<file path="src/hdl/nmea_sentence_framer_checker_unit_assert.svh">
// Assertion macros used by the framer queue module.
`ifndef NMEA_SENTENCE_FRAMER_CHECKER_UNIT_ASSERT_SVH
`define NMEA_SENTENCE_FRAMER_CHECKER_UNIT_ASSERT_SVH

// Checked on every clock edge outside reset.
`define NSFC_ASSERT(lbl, prop, msg) \
	lbl: assert property (@(posedge clk) disable iff (!arst_n) prop) else $error(msg);

// Checked on every clock edge, reset included.
`define NSFC_CHECK(lbl, prop, msg) \
	lbl: assert property (@(posedge clk) prop) else $error(msg);

`endif

</file>
<file path="src/hdl/nsfc_pkg.sv">
`timescale 1ns / 1ps
package nsfc_pkg;

	localparam int CNT_W_DEF = 8;
	localparam int TAIL_N = 4;
	localparam int XOR_FROM = 5;
	localparam int MIN_FRAME = 8;
	localparam int Q_DEPTH = 2;
	localparam int Q_PTR_W = $clog2(Q_DEPTH);
	localparam int Q_CNT_W = $clog2(Q_DEPTH + 1);
	localparam int ADDR_W = 3;
	localparam int DATA_W = 32;

	localparam logic [7:0] START_RST = 8'h24;
	localparam logic [7:0] MAXLEN_RST = 8'd199;
	localparam logic [7:0] CH_CR = 8'h0D;
	localparam logic [7:0] CH_LF = 8'h0A;
	localparam logic [7:0] CH_STAR = 8'h2A;

	localparam logic REG_START = 1'b0;
	localparam logic REG_MAXLEN = 1'b1;

	typedef enum logic [1:0] {
		ST_OK,
		ST_SHORT,
		ST_BADHEX,
		ST_MISMATCH
	} status_t;

	typedef struct packed {
		logic [7:0] data;
		logic [7:0] idx;
		logic       valid;
		logic       start;
		logic       fin;
		logic       aband;
		logic       too_short;
		logic [7:0] sum;
		logic [7:0] t3;
		logic [7:0] t2;
		logic [7:0] t1;
	} res_t;

	// {bad, nibble}
	function automatic logic [4:0] hex_value(input logic [7:0] c);
		logic [7:0] d;
		d = c - 8'd55;
		if (c inside {[8'h30:8'h39]}) begin
			return {1'b0, c[3:0]};
		end else if (c inside {[8'h41:8'h46], [8'h61:8'h66]}) begin
			return {1'b0, d[3:0]};
		end
		return 5'h10;
	endfunction

endpackage

</file>
<file path="src/hdl/nsfc_if.sv">
`timescale 1ns / 1ps
interface nsfc_rx_if;
	logic       valid;
	logic       ready;
	logic [7:0] rx_byte;

	modport source (output valid, output rx_byte, input ready);
	modport sink (input valid, input rx_byte, output ready);
endinterface

interface nsfc_res_if;
	logic       valid;
	logic       ready;
	logic [7:0] out_byte;
	logic [7:0] byte_index;
	logic       byte_valid;
	logic       frame_start;
	logic       frame_end;
	logic       frame_abandoned;
	logic [1:0] status;
	logic [7:0] computed_checksum;

	modport source (output valid, output out_byte, output byte_index, output byte_valid,
		output frame_start, output frame_end, output frame_abandoned, output status,
		output computed_checksum, input ready);
	modport sink (input valid, input out_byte, input byte_index, input byte_valid,
		input frame_start, input frame_end, input frame_abandoned, input status,
		input computed_checksum, output ready);
endinterface

</file>
<file path="src/hdl/nsfc_front.sv">
`timescale 1ns / 1ps
module nsfc_front import nsfc_pkg::*; #(
	parameter int COUNT_WIDTH = CNT_W_DEF
) (
	input  logic       clk,
	input  logic       arst_n,
	input  logic [7:0] start_char,
	input  logic [7:0] max_len,
	nsfc_rx_if.sink    rx,
	input  logic       q_full,
	output logic       push,
	output res_t       push_data
);

	localparam int CMP_W = (COUNT_WIDTH > 8) ? COUNT_WIDTH : 8;
	localparam logic [COUNT_WIDTH-1:0] CNT_MAX = '1;

	logic                   in_frame_q;
	logic [COUNT_WIDTH-1:0] cnt_q;
	logic                   prev_cr_q;
	logic [7:0]             xor_q;
	logic [7:0]             tail_q [TAIL_N];

	logic                   n_in;
	logic [COUNT_WIDTH-1:0] n_cnt;
	logic                   n_prev;
	logic [7:0]             n_xor;
	logic [7:0]             n_tail [TAIL_N];

	logic                   accept;
	logic [7:0]             b;
	logic [CMP_W-1:0]       cnt_ext;
	logic                   ab;
	logic                   live;
	logic                   is_fin;
	logic [COUNT_WIDTH-1:0] cnt_inc;
	logic [7:0]             xor_upd;
	res_t                   res;

	assign rx.ready = !q_full;
	assign accept = rx.valid && rx.ready;
	assign b = rx.rx_byte;

	assign cnt_ext = CMP_W'(cnt_q);
	assign ab = in_frame_q && ((cnt_ext > CMP_W'(max_len)) || (cnt_q == CNT_MAX));
	assign live = in_frame_q && !ab;
	assign is_fin = live && (b == CH_LF) && prev_cr_q;
	assign cnt_inc = (cnt_q == CNT_MAX) ? cnt_q : cnt_q + COUNT_WIDTH'(1);
	assign xor_upd = (cnt_q >= COUNT_WIDTH'(XOR_FROM)) ? (xor_q ^ tail_q[TAIL_N-1]) : xor_q;

	always_comb begin
		n_in = in_frame_q;
		n_cnt = cnt_q;
		n_prev = prev_cr_q;
		n_xor = xor_q;
		for (int i = 0; i < TAIL_N; i++) begin
			n_tail[i] = tail_q[i];
		end
		res = '0;
		res.aband = ab;
		if (b == start_char) begin
			res.valid = 1'b1;
			res.start = 1'b1;
			res.data = b;
			n_in = 1'b1;
			n_cnt = COUNT_WIDTH'(1);
			n_prev = 1'b0;
			n_xor = '0;
			n_tail[0] = b;
			for (int i = 1; i < TAIL_N; i++) begin
				n_tail[i] = '0;
			end
		end else if (!live) begin
			n_in = 1'b0;
			n_prev = 1'b0;
			if (ab) begin
				n_cnt = '0;
			end
		end else begin
			res.valid = 1'b1;
			res.data = b;
			res.idx = cnt_ext[7:0];
			n_xor = xor_upd;
			n_tail[0] = b;
			for (int i = 1; i < TAIL_N; i++) begin
				n_tail[i] = tail_q[i-1];
			end
			if (is_fin) begin
				res.fin = 1'b1;
				res.sum = xor_q;
				res.too_short = cnt_ext < CMP_W'(MIN_FRAME - 1);
				res.t3 = tail_q[3];
				res.t2 = tail_q[2];
				res.t1 = tail_q[1];
				n_in = 1'b0;
				n_cnt = '0;
				n_prev = 1'b0;
			end else begin
				n_cnt = cnt_inc;
				n_prev = (b == CH_CR);
			end
		end
	end

	assign push = accept && (res.valid || res.aband);
	assign push_data = res;

	always_ff @(posedge clk or negedge arst_n) begin
		if (!arst_n) begin
			in_frame_q <= 1'b0;
			cnt_q <= '0;
			prev_cr_q <= 1'b0;
			xor_q <= '0;
			for (int i = 0; i < TAIL_N; i++) begin
				tail_q[i] <= '0;
			end
		end else if (accept) begin
			in_frame_q <= n_in;
			cnt_q <= n_cnt;
			prev_cr_q <= n_prev;
			xor_q <= n_xor;
			for (int i = 0; i < TAIL_N; i++) begin
				tail_q[i] <= n_tail[i];
			end
		end
	end

endmodule

</file>
<file path="src/hdl/nsfc_queue.sv">
`timescale 1ns / 1ps
`include "nmea_sentence_framer_checker_unit_assert.svh"
module nsfc_queue import nsfc_pkg::*; (
	input  logic clk,
	input  logic arst_n,
	input  logic push,
	input  res_t push_data,
	output logic full,
	input  logic pop,
	output logic q_valid,
	output res_t q_data
);

	res_t               mem_q [Q_DEPTH];
	logic [Q_PTR_W-1:0] wr_ptr_q;
	logic [Q_PTR_W-1:0] rd_ptr_q;
	logic [Q_CNT_W-1:0] cnt_q;

	assign full = (cnt_q == Q_CNT_W'(Q_DEPTH));
	assign q_valid = (cnt_q != '0);
	assign q_data = mem_q[rd_ptr_q];

	always_ff @(posedge clk) begin
		if (push) begin
			mem_q[wr_ptr_q] <= push_data;
		end
	end

	always_ff @(posedge clk or negedge arst_n) begin
		if (!arst_n) begin
			wr_ptr_q <= '0;
			rd_ptr_q <= '0;
			cnt_q <= '0;
		end else begin
			if (push) begin
				wr_ptr_q <= wr_ptr_q + Q_PTR_W'(1);
			end
			if (pop) begin
				rd_ptr_q <= rd_ptr_q + Q_PTR_W'(1);
			end
			if (push && !pop) begin
				cnt_q <= cnt_q + Q_CNT_W'(1);
			end else if (pop && !push) begin
				cnt_q <= cnt_q - Q_CNT_W'(1);
			end
		end
	end

	`NSFC_ASSERT(a_no_push_full, push |-> !full, "request pushed into full queue")
	`NSFC_ASSERT(a_no_pop_empty, pop |-> q_valid, "request popped from empty queue")
	`NSFC_ASSERT(a_count_up, (push && !pop) |=> (cnt_q == $past(cnt_q) + 1'b1), "queue count lost a push")
	`NSFC_CHECK(a_reset_empty, !arst_n |-> !q_valid, "queue not empty in reset")

endmodule

</file>
<file path="src/hdl/nsfc_back.sv">
`timescale 1ns / 1ps
module nsfc_back import nsfc_pkg::*; (
	input  logic     clk,
	input  logic     arst_n,
	input  logic     q_valid,
	input  res_t     q_data,
	output logic     pop,
	nsfc_res_if.source res
);

	logic       out_valid_q;
	res_t       out_q;
	status_t    status_q;
	status_t    st;
	logic [4:0] hi;
	logic [4:0] lo;

	assign hi = hex_value(q_data.t2);
	assign lo = hex_value(q_data.t1);

	always_comb begin
		if (!q_data.fin) begin
			st = ST_OK;
		end else if (q_data.too_short || (q_data.t3 != CH_STAR)) begin
			st = ST_SHORT;
		end else if (hi[4] || lo[4]) begin
			st = ST_BADHEX;
		end else if ({hi[3:0], lo[3:0]} != q_data.sum) begin
			st = ST_MISMATCH;
		end else begin
			st = ST_OK;
		end
	end

	assign pop = q_valid && (!out_valid_q || res.ready);

	always_ff @(posedge clk or negedge arst_n) begin
		if (!arst_n) begin
			out_valid_q <= 1'b0;
		end else if (pop) begin
			out_valid_q <= 1'b1;
		end else if (res.ready) begin
			out_valid_q <= 1'b0;
		end
	end

	always_ff @(posedge clk) begin
		if (pop) begin
			out_q <= q_data;
			status_q <= st;
		end
	end

	assign res.valid = out_valid_q;
	assign res.out_byte = out_q.data;
	assign res.byte_index = out_q.idx;
	assign res.byte_valid = out_q.valid;
	assign res.frame_start = out_q.start;
	assign res.frame_end = out_q.fin;
	assign res.frame_abandoned = out_q.aband;
	assign res.status = status_q;
	assign res.computed_checksum = out_q.sum;

endmodule

</file>
<file path="src/hdl/nmea_sentence_framer_checker_unit.sv">
// An accepted byte is written into the queue, then into the result register, which drives the result.
// Throughput: one byte per cycle while the queue is not full, set by the framing update in the front.
// A two-entry queue sits between front and result register; each side stalls alone.
// Reset (arst_n low, asynchronous): frame closed, counters and checksum cleared,
// queue and result register empty, start_char back to '$' and max_len to 199.
`timescale 1ns / 1ps
module nmea_sentence_framer_checker_unit import nsfc_pkg::*; #(
	parameter int COUNT_WIDTH = CNT_W_DEF
) (
	input  logic              clk,
	input  logic              arst_n,
	input  logic              psel,
	input  logic              penable,
	input  logic              pwrite,
	input  logic [ADDR_W-1:0] paddr,
	input  logic [DATA_W-1:0] pwdata,
	output logic [DATA_W-1:0] prdata,
	output logic              pready,
	nsfc_rx_if.sink           rx,
	nsfc_res_if.source        res
);

	logic [7:0] start_q;
	logic [7:0] maxlen_q;
	logic       wr_en;
	logic       push;
	res_t       push_data;
	logic       full;
	logic       pop;
	logic       q_valid;
	res_t       q_data;

	assign pready = 1'b1;
	assign wr_en = psel && penable && pwrite && pready;

	always_ff @(posedge clk or negedge arst_n) begin
		if (!arst_n) begin
			start_q <= START_RST;
			maxlen_q <= MAXLEN_RST;
		end else if (wr_en) begin
			case (paddr[2])
				REG_START: start_q <= pwdata[7:0];
				REG_MAXLEN: maxlen_q <= pwdata[7:0];
				default: ;
			endcase
		end
	end

	always_comb begin
		case (paddr[2])
			REG_START: prdata = {(DATA_W - 8)'(0), start_q};
			REG_MAXLEN: prdata = {(DATA_W - 8)'(0), maxlen_q};
			default: prdata = '0;
		endcase
	end

	nsfc_front #(
		.COUNT_WIDTH(COUNT_WIDTH)
	) u_front (
		.clk(clk),
		.arst_n(arst_n),
		.start_char(start_q),
		.max_len(maxlen_q),
		.rx(rx),
		.q_full(full),
		.push(push),
		.push_data(push_data)
	);

	nsfc_queue u_queue (
		.clk(clk),
		.arst_n(arst_n),
		.push(push),
		.push_data(push_data),
		.full(full),
		.pop(pop),
		.q_valid(q_valid),
		.q_data(q_data)
	);

	nsfc_back u_back (
		.clk(clk),
		.arst_n(arst_n),
		.q_valid(q_valid),
		.q_data(q_data),
		.pop(pop),
		.res(res)
	);

endmodule
</file>
<file path="src/flat_wrapper.sv">
// flat-port wrapper written by rule: the top's interface ports become plain ports
module nmea_sentence_framer_checker_unit_flat import nsfc_pkg::*;
#(
	parameter int COUNT_WIDTH = CNT_W_DEF
)
  (clk, arst_n, psel, penable, pwrite, paddr, pwdata, prdata, pready, rx_valid, rx_rx_byte, rx_ready, res_valid, res_out_byte, res_byte_index, res_byte_valid, res_frame_start, res_frame_end, res_frame_abandoned, res_status, res_computed_checksum, res_ready);
  nsfc_rx_if rx_i ();
  nsfc_res_if res_i ();
  input  logic clk;
  input  logic arst_n;
  input  logic psel;
  input  logic penable;
  input  logic pwrite;
  input  logic [ADDR_W-1:0] paddr;
  input  logic [DATA_W-1:0] pwdata;
  output logic [DATA_W-1:0] prdata;
  output logic pready;
  input wire logic [$bits(rx_i.valid)-1:0] rx_valid;
  input wire logic [$bits(rx_i.rx_byte)-1:0] rx_rx_byte;
  output wire logic [$bits(rx_i.ready)-1:0] rx_ready;
  output wire logic [$bits(res_i.valid)-1:0] res_valid;
  output wire logic [$bits(res_i.out_byte)-1:0] res_out_byte;
  output wire logic [$bits(res_i.byte_index)-1:0] res_byte_index;
  output wire logic [$bits(res_i.byte_valid)-1:0] res_byte_valid;
  output wire logic [$bits(res_i.frame_start)-1:0] res_frame_start;
  output wire logic [$bits(res_i.frame_end)-1:0] res_frame_end;
  output wire logic [$bits(res_i.frame_abandoned)-1:0] res_frame_abandoned;
  output wire logic [$bits(res_i.status)-1:0] res_status;
  output wire logic [$bits(res_i.computed_checksum)-1:0] res_computed_checksum;
  input wire logic [$bits(res_i.ready)-1:0] res_ready;
  assign rx_i.valid = rx_valid;
  assign rx_i.rx_byte = rx_rx_byte;
  assign rx_ready = rx_i.ready;
  assign res_valid = res_i.valid;
  assign res_out_byte = res_i.out_byte;
  assign res_byte_index = res_i.byte_index;
  assign res_byte_valid = res_i.byte_valid;
  assign res_frame_start = res_i.frame_start;
  assign res_frame_end = res_i.frame_end;
  assign res_frame_abandoned = res_i.frame_abandoned;
  assign res_status = res_i.status;
  assign res_computed_checksum = res_i.computed_checksum;
  assign res_i.ready = res_ready;
  nmea_sentence_framer_checker_unit #(.COUNT_WIDTH(COUNT_WIDTH)) u_core (.clk(clk), .arst_n(arst_n), .psel(psel), .penable(penable), .pwrite(pwrite), .paddr(paddr), .pwdata(pwdata), .prdata(prdata), .pready(pready), .rx(rx_i), .res(res_i));
endmodule
</file>
<file path="config.mk">
export PLATFORM = sky130hd
export DESIGN_NAME = nmea_sentence_framer_checker_unit_flat
export DESIGN_NICKNAME = d
export VERILOG_FILES = /design/src/hdl/nsfc_pkg.sv /design/src/hdl/nsfc_if.sv /design/src/hdl/nsfc_front.sv /design/src/hdl/nsfc_queue.sv /design/src/hdl/nsfc_back.sv /design/src/hdl/nmea_sentence_framer_checker_unit.sv /design/src/flat_wrapper.sv
export VERILOG_INCLUDE_DIRS = /design/src /design/src/hdl
export SDC_FILE = /design/constraint.sdc
export NUM_CORES = 1
export LEC_CHECK = 0
export BUFFER_PORTS_ARGS = -buffer_cell sky130_fd_sc_hd__buf_2
export CORE_MARGIN = 4
export CORE_UTILIZATION = 62
export DETAILED_ROUTE_END_ITERATION = 8
export PLACE_DENSITY = 0.84
export SLEW_MARGIN = 40
export SYNTH_ARGS = -nofsm -noshare
export SYNTH_HDL_FRONTEND = slang
export SYNTH_SLANG_ARGS = --single-unit
</file>
<file path="constraint.sdc">
create_clock -name clk -period 7.7 [get_ports clk]
set_input_delay 1.54 -clock clk [delete_from_list [all_inputs] [get_ports clk]]
set_output_delay 1.54 -clock clk [all_outputs]
set_load 0.01 [all_outputs]
</file>
# [Yosys cells after proc, flatten, opt, wreduce, memory -nomap -nowiden]
# Memories as Yosys holds them, arrays and structs flattened.
# Cells that the tools add are included.
[classes] order_cmp=15 reduce_logical=42 n_addsub=7 n_bitwise=3 eq_ne=9 muxes=47
[ops] cell="two-way mux 33 bit" n=3
[ops] cell="two-way mux 8 bit" n=10
[ops] cell="two-way mux 32 bit" n=2
[ops] cell="case mux 32 bit (2 select lines)" n=1
[ops] cell=">= comparator 8 x 7 -> 1 bit (second input constant)" n=4
[ops] cell="<= comparator 8 x 7 -> 1 bit (second input constant)" n=4
[ops] cell="two-way mux 5 bit" n=6
[ops] cell="two-way mux 1 bit" n=20
[ops] cell="logical AND 1 bit" n=17
[ops] cell="two-way mux 17 bit" n=1
[ops] cell="== test 8 x 4 -> 1 bit (second input constant)" n=2
[ops] cell=">= comparator 8 x 6 -> 1 bit (second input constant)" n=2
[ops] cell="<= comparator 8 x 6 -> 1 bit (second input constant)" n=2
[ops] cell="nonzero test 2 bit" n=7
[ops] cell="adder 8 x 1 -> 8 bit (second input constant)" n=1
[ops] cell="== test 8 bit" n=1
[ops] cell="== test 8 bit (second input constant)" n=1
[ops] cell=">= comparator 8 x 3 -> 1 bit (second input constant)" n=1
[ops] cell="greater-than comparator 8 bit" n=1
[ops] cell="less-than comparator 8 x 3 -> 1 bit (second input constant)" n=1
[ops] cell="two-way mux 2 bit" n=4
[ops] cell="inequality test 8 x 6 -> 1 bit (second input constant)" n=1
[ops] cell="inequality test 8 bit" n=1
[ops] cell="AND reduction 2 bit" n=4
[ops] cell="14 further kinds" n=26
[word_totals] mem_bits_rw=106 out_inout_bits=65 register_bits=101 memories=1
[memory_table] memory="u_core.u_queue.mem_q" words=2 word_bits=53 rd=1 rd_ports_with_merged_regs=0 write_ports=1 line_no="nsfc_queue.sv:14" source="res_t mem_q [Q_DEPTH];"

# [Depth between registers and ports, before layout]
[depth] depth_word=13 ltp_mapped=15

# [By module]
# A second synthesis with hierarchy kept.
[unflattened] hier_cells=630 area_unflattened_um2=9512.9
[modules_own_cells] mod="nsfc_queue" cells_per_inst=181 area_per_inst_um2=4264.1 seq_area_each_um2=3283.1 n_inst=1
[modules_own_cells] mod="nsfc_front" cells_per_inst=282 area_per_inst_um2=2896.5 seq_area_each_um2=1251.2 n_inst=1
[modules_own_cells] mod="nsfc_back" cells_per_inst=97 area_per_inst_um2=1421.4 seq_area_each_um2=925.9 n_inst=1
[modules_own_cells] mod="nmea_sentence_framer_checker_unit" cells_per_inst=70 area_per_inst_um2=930.9 seq_area_each_um2=409.1 n_inst=1

# [Worst setup path after synthesis]
# Ideal clock, no wire load.
[synth_timing] path_type="input-to-reg" from="input rx_rx_byte[7]" to="memory u_core.u_queue.mem_q[0][0] (netlist bit) (enable)" cell_stages=6 setup_slack_ns=2.540 arrival_ns=4.696 path_buffers=0 cell_sequence="xor2_1 -> nor4_1 -> nand4_1 -> inv_1 -> o21ai_2 -> nor2_1"
[synth_via] elab_chain_cells=6
[synth_rtl] item="start, declared" line_no="flat_wrapper.sv:19" source="input wire logic [$bits(rx_i.rx_byte)-1:0] rx_rx_byte;"
[synth_rtl] item="== test 8 bit" line_no="nsfc_front.sv:61" source="if (b == start_char) begin"
[synth_rtl] item="two-way mux 1 bit" line_no="nsfc_front.sv:61"
[synth_rtl] item="logical OR 1 bit" line_no="nsfc_front.sv:105" source="assign push = accept && (res.valid || res.aband);"
[synth_rtl] item="logical AND 1 bit" line_no="nsfc_front.sv:105"
[synth_rtl] item="two-way mux 1 bit" line_no="nsfc_queue.sv:24" source="if (push) begin"
[synth_rtl] item="two-way mux 1 bit (implied by the code)" line_no="nsfc_queue.sv:25" source="mem_q[wr_ptr_q] <= push_data;"
[synth_rtl] item="end, declared" line_no="nsfc_queue.sv:14"
# No other way between the ends.

# [Worst setup path after layout]
[layout_timing] from="input rx_rx_byte[7]" to="memory u_core.u_queue.mem_q[1][6] (netlist bit) (enable)"
[layout_via] elab_chain_cells=6
[layout_rtl] item="== test 8 bit" line_no="nsfc_front.sv:61"
[layout_rtl] item="two-way mux 1 bit" line_no="nsfc_front.sv:61"
[layout_rtl] item="logical OR 1 bit" line_no="nsfc_front.sv:105"
[layout_rtl] item="logical AND 1 bit" line_no="nsfc_front.sv:105"
[layout_rtl] item="via u_core.push" line_no="nmea_sentence_framer_checker_unit.sv:26" source="logic push;"
[layout_rtl] item="two-way mux 1 bit" line_no="nsfc_queue.sv:24"
[layout_rtl] item="two-way mux 1 bit (implied by the code)" line_no="nsfc_queue.sv:25"
# The timed path passes the listed nets, and every way through them passes these cells.

==> impl_results.md <==
* Detail Placement HPWL at 11,900 um
* Slew @ Worst Pin at between 800 and 900 ps
* Fin. Hold Viols at 0
* Number of violations of the max-capacitance limit at 0
* Final instance area at between 0.01 and 0.015 mm^2
* Number of flops mapped to enable cells by yosys at approximately 140
* Via density per instance at about 5.9
* Placement row count at 44
* Setup repair after global routing missed its margin: no
* Worst-case vdd ir drop at 0.000240 V
* Total global routing track utilization at 21.4%
* Cell with the largest stage delay on the worst path: nand4_1
* Reg clk slew, reported paths at roughly 60 ps
* Post-Synth Adder-Cell Area at approximately 2.4%
* Final Core Density at between 70% and 80%
* Critical path required time at between 7000 and 8000 ps
* Share of final-layout standard cells stronger than drive strength 1 at between 20 and 25%
* Fraction of synthesized area in multiplexers at under 10%
* Parity-gate share of the synthesized area counting xor and xnor cells at about 2.3%
* Top_reg_cell synth: edfxtp_1
* Number of fill cells at 930
* Placeable Area at between 0.01 and 0.015 mm^2
* Sum of negative setup slack at 0 ps
* Clock tree from TritonCTS: yes
* Max-slew headroom at 45.9%
* Initial Util at between 60% and 70%
* Number of warning messages in the yosys log at 0
* Mean routed wirelength per cell at approximately 19 um
* Post-CTS sizing at 0
* RD Place Congestion at about 0.89
* Clock net sink count at 207
* Ratio of total power to cell area at 338 mW/mm^2
* Final period utilization at 55.7%
* Starting DRT DRC Count at 571
* Critical Path Fanout Max at between 50 and 60
* Instance count of the mapped netlist at about 670
* Static leakage at ~4.2 nW
* Top-level port count at 115
* Number of buffers added by the clock tree synthesis step at 21
* Number of nets in the layout at between 800 and 900
* Worst-case clock skew at 13.9 ps
* Critical path endpoint category: flop
* TritonRoute pass-1 iters at 5
* Critical path startpoint: rx_rx_byte[7]
* Number of antenna violations at the first check in global routing at 1
* Area of the mapped netlist at a little over 0.009 mm^2
* Htree depth at 1
* Category of the most critical setup path: input port to flop
* Area of the multi-input gates at about 0.0031 mm^2
* Top cell family by delay on the critical path: buffers and inverters
* Clock Latency Late Sink at between 400 and 500 ps
* Arrival time worst endpoint at between 4000 and 5000 ps
* Sequential element share of the synthesized area at 63.4%
* Startpoint class of the critical path: input port
* Via count at 5,602
* Number of hold buffers added after cts at 0
* Met2 capacity usage during global routing at 35.2%
* First-pass GRT wire length at approximately 29,000 um
* Synthesized flop and latch total at roughly 210
* Total grt overflow at 0
* Fin. max-slew vios at 0
* Die span in x at ~130 um
* Final setup vio count at 0
* DRC Markers at 0
* Die Height at ~130 um
* Hold crit path type: flop to flop
* Number of global-route vias before repair at about 5,700
* Fraction of registers with async set/reset at around 34%
* Share of the synthesized area in compound gates (AO/OA/AOI/OAI) at around 7.5%
* Post-route minimum period at 4290 ps
* Count of nets left with antenna violations after detail routing at 0
* Root buffer cell: clkbuf_16
* Worst reg2reg path startpoint: u_core.u_queue.rd_ptr_q
* Global routing's busiest layer: met2
* GR Util met1 at around 29%
* Delay of the slowest cell on the worst path at around 700 ps
* Pin count of the biggest net entering global routing at 72
* Maximum frequency from static timing analysis at around 230 MHz
* Synthesized area per cell at between 10 and 15 um^2
* Bufs and invs on worst path at 4
* Area of all sequential standard cells at 0.00587 mm^2
* Yosys cell types at 62
* Number of buffers on the longest clock path at 3
* Dominant combinational cell family by area after synthesis: simple AND/OR/NAND/NOR gates
* Worst min-delay path startpoint: u_core.u_front.tail_q[29]
* Die Footprint at between 0.015 and 0.02 mm^2
* I/O Buffers at between 60 and 70
* Wire length after detailed routing at 18,000 um
* Total cell area at the placement stage at 0.00966 mm^2
* Cells along the critical path: buf_2, xor2_1, nor4_1, nand4_1, inv_1, o21ai_2, clkinv_1, and2_2, buf_4
* Area fraction in and, or, nand and nor cells after synthesis at between 10% and 20%
* Post-CTS setup repair buffer count at 0
* Run status: finished, final reports clean
* Met3 capacity usage during global routing at around 3.8%
* Synthesis-to-layout area growth at 12.2%
==> state kept, by name, indices dropped and copies added, names as in the netlist <==
signal	count
u_core.u_queue.mem_q	106
u_core.u_front.tail_q	32
u_core.maxlen_q	8
u_core.start_q	8
u_core.u_back.res.byte_index	8
u_core.u_back.res.computed_checksum	8
u_core.u_back.res.out_byte	8
u_core.u_front.cnt_ext	8
u_core.u_front.xor_q	8
u_core.u_back.res.status	2
u_core.u_queue.cnt_q	2
u_core.u_back.res.byte_valid	1
u_core.u_back.res.frame_abandoned	1
u_core.u_back.res.frame_end	1
u_core.u_back.res.frame_start	1
u_core.u_back.res.valid	1
u_core.u_front.in_frame_q	1
u_core.u_front.prev_cr_q	1
u_core.u_queue.rd_ptr_q	1
u_core.u_queue.wr_ptr_q	1
==> synth_stat cells, types with 5 or more instances <==
master      n  area, um^2
a21oi_1    11        55.1
a22o_1     25         219
a31o_2      8        70.1
and2_1     50         313
and3_1      5        31.3
buf_4      26         195
clkbuf_1   12        45.0
dfrtp_1    64        1600
dfstp_2     7         184
edfxtp_1  136        4080
ha_1       18         225
inv_1      22        82.6
mux2_2     57         642
mux2i_1    10         100
nand2_1    35         131
nand2b_1    5        31.3
nand3_1    20         100
nand4_1    15        93.8
nor2_1     26        97.6
nor3_1      5        25.0
nor4b_1     7        61.3
o21a_1      6        45.0
o21ai_0     9        45.0
xnor2_1    14         123
xor2_1     10        87.6
==> area by class of cell <==
| cell class | instances | share of cell area (%) |
|---|---|---|
| sequential | 207 | 56.6 |
| tap | 184 | 2.22 |
| multi-input combinational | 421 | 30.1 |
| inverter | 23 | 0.832 |
| clock inverter | 8 | 1.18 |
| antenna | 1 | 0.0241 |
| timing repair buffer | 68 | 3.44 |
| clock buffer | 30 | 5.68 |
==> worst paths after layout <==
kind                                               end  slack (ps)  cells after the start
max                         u_core.u_queue.mem_q[1][6]        3410                      9
min                          u_core.u_front.tail_q[21]         490                      1
max reg2reg                u_core.u_back.res.status[0]        4060                     11
min reg2reg                  u_core.u_front.tail_q[21]         490                      1
max in group asynchronous    u_core.u_front.tail_q[20]        6090                      2
min in group asynchronous    u_core.u_front.cnt_ext[2]        1150                      2
==> worst reg2reg max path, cell delays in order, from the launching register on <==
cell	delay [ps]
dfrtp_2	340
buf_4	550
mux2_2	520
ha_1	220
nor2_1	150
nor2_1	80
o21a_2	240
mux2_4	300
o22ai_1	240
nand3_1	100
or4_1	430
a32o_1	230
==> layer usage <==
layer | vias up | routed length (um)
met4 | 0 | 401
met5 | - | 0
met1 | 2761 | 7500
li1 | 2588 | -
met2 | 222 | 8830
met3 | 31 | 1250
==> layout by cell type (no fill, tap or decap), types with 7 or more instances in the layout <==
cell / n
nor2_1: 25
a21oi_1: 11
inv_1: 21
nand3_1: 20
clkbuf_16: 21
nor4b_1: 7
o21ai_0: 9
nand2_1: 34
xnor2_1: 14
a31o_2: 8
dfstp_2: 7
nand4_1: 15
edfxtp_1: 136
xor2_1: 10
buf_2: 63
dfrtp_1: 63
ha_1: 18
mux2i_1: 10
and2_1: 49
a22o_1: 25
mux2_2: 57
conb_1: 25
==> where the power goes <==
group / switching, W / total (W) / internal (W) / leakage [nW]
Sequential: 0.000140 / 0.00159 / 0.00145 / 2.13
Clock: 0.000405 / 0.00104 / 0.000636 / 0.351
Combinational: 0.000500 / 0.000871 / 0.000371 / 1.69
==> metrics by stage <==
step / std cells / hold WS (ps) / setup WS, ps / total power (W)
6_report: 942 / 494 / 3410 / 0.00350
5_1_grt: 942 / 521 / 3260 / 0.00368
4_1_cts: 941 / 500 / 3470 / 0.00352
3_5_place_dp: 903 / 481 / 3010 / 0.00247
3_3_place_gp: 903 / 468 / 3070 / 0.00241
2_1_floorplan: 697 / 460 / 2540 / 0.00222
==> cell families (layout without fill, tap and decap cells) <==
family	count (synthesis)	count (layout)
mux	70	70
fa+ha+maj	18	18
xor+xnor	24	24
simple gates	194	194
other cells	2	26
compound gates	90	90
buf+inv	69	129
flops	207	207
Note: power is estimated with default switching activity, not from simulation.
